==> src/hw/rtl/lumh_pkg.sv <==
// Package: shared types, constants and command/status structs for the luma histogram.
package lumh_pkg;

	localparam int NUM_BINS = 256;
	localparam int BIN_W = $clog2(NUM_BINS);
	localparam int COUNT_WIDTH_DEF = 32;
	localparam int OUT_COUNT_W = 32;
	localparam int LUMA_FRAC = 24;
	localparam int PROD_W = 32;

	localparam logic [23:0] W_RED = 24'd3566836;
	localparam logic [23:0] W_GREEN = 24'd11999066;
	localparam logic [23:0] W_BLUE = 24'd1211315;

	typedef enum logic [1:0] {
		MODE_ADD = 2'd0,
		MODE_READ = 2'd1,
		MODE_CLEAR = 2'd2,
		MODE_RSVD = 2'd3
	} mode_t;

	typedef struct packed {
		logic [1:0] mode;
		logic [7:0] red;
		logic [7:0] green;
		logic [7:0] blue;
		logic [7:0] read_bin;
	} in_item_t;

	typedef struct packed {
		logic [7:0]  bin;
		logic [31:0] count;
	} out_item_t;

	typedef enum logic [2:0] {
		ST_IDLE,
		ST_MUL,
		ST_IDX,
		ST_READ,
		ST_UPD,
		ST_CLR
	} state_t;

	typedef struct packed {
		logic ld_in;
		logic mul;
		logic idx;
		logic rd_mem;
		logic upd;
		logic clr;
	} cmd_t;

	typedef struct packed {
		logic out_free;
	} status_t;

endpackage

==> src/hw/rtl/lumh_ctrl.sv <==
// Controller: sequences one transaction at a time through the datapath.
module lumh_ctrl (
	input  logic               clk,
	input  logic               arst_n,
	input  logic               pixel_valid,
	input  logic [1:0]         pixel_mode,
	input  lumh_pkg::status_t  st,
	output logic               pixel_stall,
	output lumh_pkg::cmd_t     cmd
);

	lumh_pkg::state_t state_q, state_nxt;

	always_ff @(posedge clk or negedge arst_n) begin
		if (!arst_n) begin
			state_q <= lumh_pkg::ST_IDLE;
		end else begin
			state_q <= state_nxt;
		end
	end

	always_comb begin
		state_nxt = state_q;
		case (state_q)
			lumh_pkg::ST_IDLE: begin
				if (pixel_valid) begin
					case (pixel_mode)
						lumh_pkg::MODE_ADD:   state_nxt = lumh_pkg::ST_MUL;
						lumh_pkg::MODE_CLEAR: state_nxt = lumh_pkg::ST_CLR;
						default:              state_nxt = lumh_pkg::ST_READ;
					endcase
				end
			end
			lumh_pkg::ST_MUL:  state_nxt = lumh_pkg::ST_IDX;
			lumh_pkg::ST_IDX:  state_nxt = lumh_pkg::ST_READ;
			lumh_pkg::ST_READ: state_nxt = lumh_pkg::ST_UPD;
			lumh_pkg::ST_UPD: begin
				if (st.out_free) state_nxt = lumh_pkg::ST_IDLE;
			end
			lumh_pkg::ST_CLR: begin
				if (st.out_free) state_nxt = lumh_pkg::ST_IDLE;
			end
			default: state_nxt = lumh_pkg::ST_IDLE;
		endcase
	end

	always_comb begin
		cmd = '0;
		pixel_stall = 1'b1;
		case (state_q)
			lumh_pkg::ST_IDLE: begin
				pixel_stall = 1'b0;
				cmd.ld_in = pixel_valid;
			end
			lumh_pkg::ST_MUL:  cmd.mul = 1'b1;
			lumh_pkg::ST_IDX:  cmd.idx = 1'b1;
			lumh_pkg::ST_READ: cmd.rd_mem = 1'b1;
			lumh_pkg::ST_UPD:  cmd.upd = st.out_free;
			lumh_pkg::ST_CLR:  cmd.clr = st.out_free;
			default: ;
		endcase
	end

endmodule

==> config.mk <==
export PLATFORM = sky130hd
export DESIGN_NAME = lumh_ctrl
export DESIGN_NICKNAME = d
export VERILOG_FILES = /design/src/hw/rtl/lumh_pkg.sv /design/src/hw/rtl/lumh_ctrl.sv
export SDC_FILE = /design/constraint.sdc
export NUM_CORES = 1
export LEC_CHECK = 0
export BUFFER_PORTS_ARGS = -buffer_cell sky130_fd_sc_hd__buf_4
export CORE_AREA = 2 2 39 41
export DETAILED_ROUTE_END_ITERATION = 16
export DIE_AREA = 0 0 41 43
export SYNTH_ARGS = -nofsm -noshare
export SYNTH_HDL_FRONTEND = slang
export SYNTH_SLANG_ARGS = --single-unit
export TNS_END_PERCENT = 5
==> constraint.sdc <==
create_clock -name clk -period 1.3 [get_ports clk]
set_clock_uncertainty 0.2 [all_clocks]
set_input_delay 0.195 -clock clk [delete_from_list [all_inputs] [get_ports clk]]
set_output_delay 0.195 -clock clk [all_outputs]
set_load 0.005 [all_outputs]
==> metrics.txt <==
status complete, but fails checks; failing checks setup timing; Iter 0 DRT Violations 0; total gr overflow 0; Max Cap Violations 0; initial antenna violation count 0; synth cell count leaders dfrtp_1 (3), nor2_1 (3), a211oi_1 (2), inv_1 (2), nand3b_1 (2); critical path arrival roughly 1.2 ns; Max clock buf depth 2; FF+latch count, synth 3; Tightest Pin Transition 0.247 ns; cell taking the most area after synthesis dfrtp_1; Max Slew Vio Count 0; n_diodes 0; clk root buf clkbuf_4; vias per cell 4.06; TritonRoute pass-1 iters 1; main area contributors after synthesis dfrtp_1 (37%), a211oi_1 (7.3%), nand3b_1 (7.3%); worst hold path endpoint state_q[0]; CP Capture Type primary output; vias in the first global route approximately 250; synth warn 0; Critical Path Source state_q[2]; final setup fails 8; core area 0.00138 mm^2; post-place setup slack -0.0604 ns; largest net degree at the start of global routing 9; IO buf count 12; Top FF cell, synth dfrtp_1; final core occ 32.1%; Hold Crit Start st; Residual DRC 0; gpl congestion 0.761; Most flops, register state_q; Synth Net Count 29; Post-synth EDFFs 0; Peak Freq 626 MHz; cells after synthesis 23; WL final a little under 600 um; share of the synthesized area in the top cell type 36.6%; hold crit path type in2reg; R2R setup slack -0.02 ns; Reg-to-Reg End state_q[2]; wire length of the first global-routing pass approximately 940 um; max reg flops 3; Seq/Total Area, Yosys 36.6%; Initial Util about 15%; Critical R2R Launch state_q[2]; TritonCTS Buffers 3; row count 14; synthesized area 205 um^2; crit path launch type flop; Post-Place Cells 56; Final #Nets 53; clock sinks 3; Worst Reg-to-Reg Cells 3; final hold viol count 0; Final min period 1.60 ns; GRT Util Overall between 8 and 9%; DR WL/cell 9.53 um; WP data required 0.90 ns; Final HPWL DP 406 um; Hold Slack 0.0509 ns; Setup WS post-layout -0.297 ns; Die W between 40 and 50 um; Area growth, synth to finish 116%; peak supply drop 909 uV; Reg clk slew, reported paths 0.04 ns; Routed Antenna Nets 0; layout cells sized above 1 67.4%; H-tree levels 1; Tcrit/Tclk final 123%; RSZ-0062 raised after global routing yes; Regs by FF count state_q x3; Die Y 43 um; Die Area 0.00176 mm^2; kind of critical path reg2out; PwrDens approximately 2200 mW/mm^2; Syn Area/Cell between 8 and 9 um^2; WHS Path Cells 3; clk_lat worst skew 0.23 ns; Finished Layout Cells 62; ys async rst share 100%; via count 252; Distinct cells, synth 16; Slew HR 83.5%; setup tns final -1.50 ns; CP max FO 3; I/O pin count 13; leakage power 0.000213 uW; CTS tree yes
[worst max-delay path, cell delays in order, from the launching register on]
cell	delay (ns)
dfrtp_1	0.37
or3_4	0.40
nor2_2	0.09
buf_4	0.11
[timing repair]
action,4_1_cts,5_1_grt
endpoints found under the hold margin,3,0
hold buffers,1,0
resized for setup,7,3
pin swaps,2,1
buffers inserted,1,0
setup endpoints to repair,8,9
[placed cells by master (no fill, tap or decap), types with 2 or more instances in the layout]
cell,n
buf_4,15
buf_6,4
nor2_2,3
clkbuf_4,3
dfrtp_1,3
nand3b_1,2
inv_1,2
[cells by family after synthesis]
| family | synth area share, % |
|---|---|
| buf+inv | 6.10 |
| flops | 36.6 |
| simple gates | 37.2 |
| compound gates | 20.1 |
[per-stage QoR]
step                total power, uW  instance area, um^2
floorplan                       400                  208
global placement                675                  358
detailed placement              680                  358
CTS                             970                  432
global route                   1060                  444
finish                          984                  444
[layer usage]
layer  GRT usage, %  routed length, um  part of all wire (%)  vias up
met4           8.00                 15                   2.5        0
met1           9.32                224                    38      111
met2           12.5                318                    54       10
li1               -                  -                     -      129
met3              0                 33                   5.6        2
met5              0                  0                     0        -
[how the worst max path moves through the flow]
stage                     endpoint  slack, ns  depth (start not counted)
after floorplan             cmd[5]      -0.03                          2
after global placement      cmd[5]      -0.05                          3
after detailed placement    cmd[5]      -0.06                          3
after CTS                   cmd[5]      -0.31                          3
after global routing        cmd[5]      -0.33                          3
final                       cmd[5]      -0.30                          3
[cell type report]
cell class,instances,area [um^2]
fill,155,940
timing repair buffer,20,168
multi-input combinational,17,148
sequential,3,75.1
clock buffer,4,26.3
tap,16,20.0
inverter,2,7.51
[report_power, final]
group	internal (uW)	total (uW)	switching [uW]
logic	394	653	258
registers	138	167	28.8
clock network	115	164	49.2
Power figures use the tool's default switching activity.
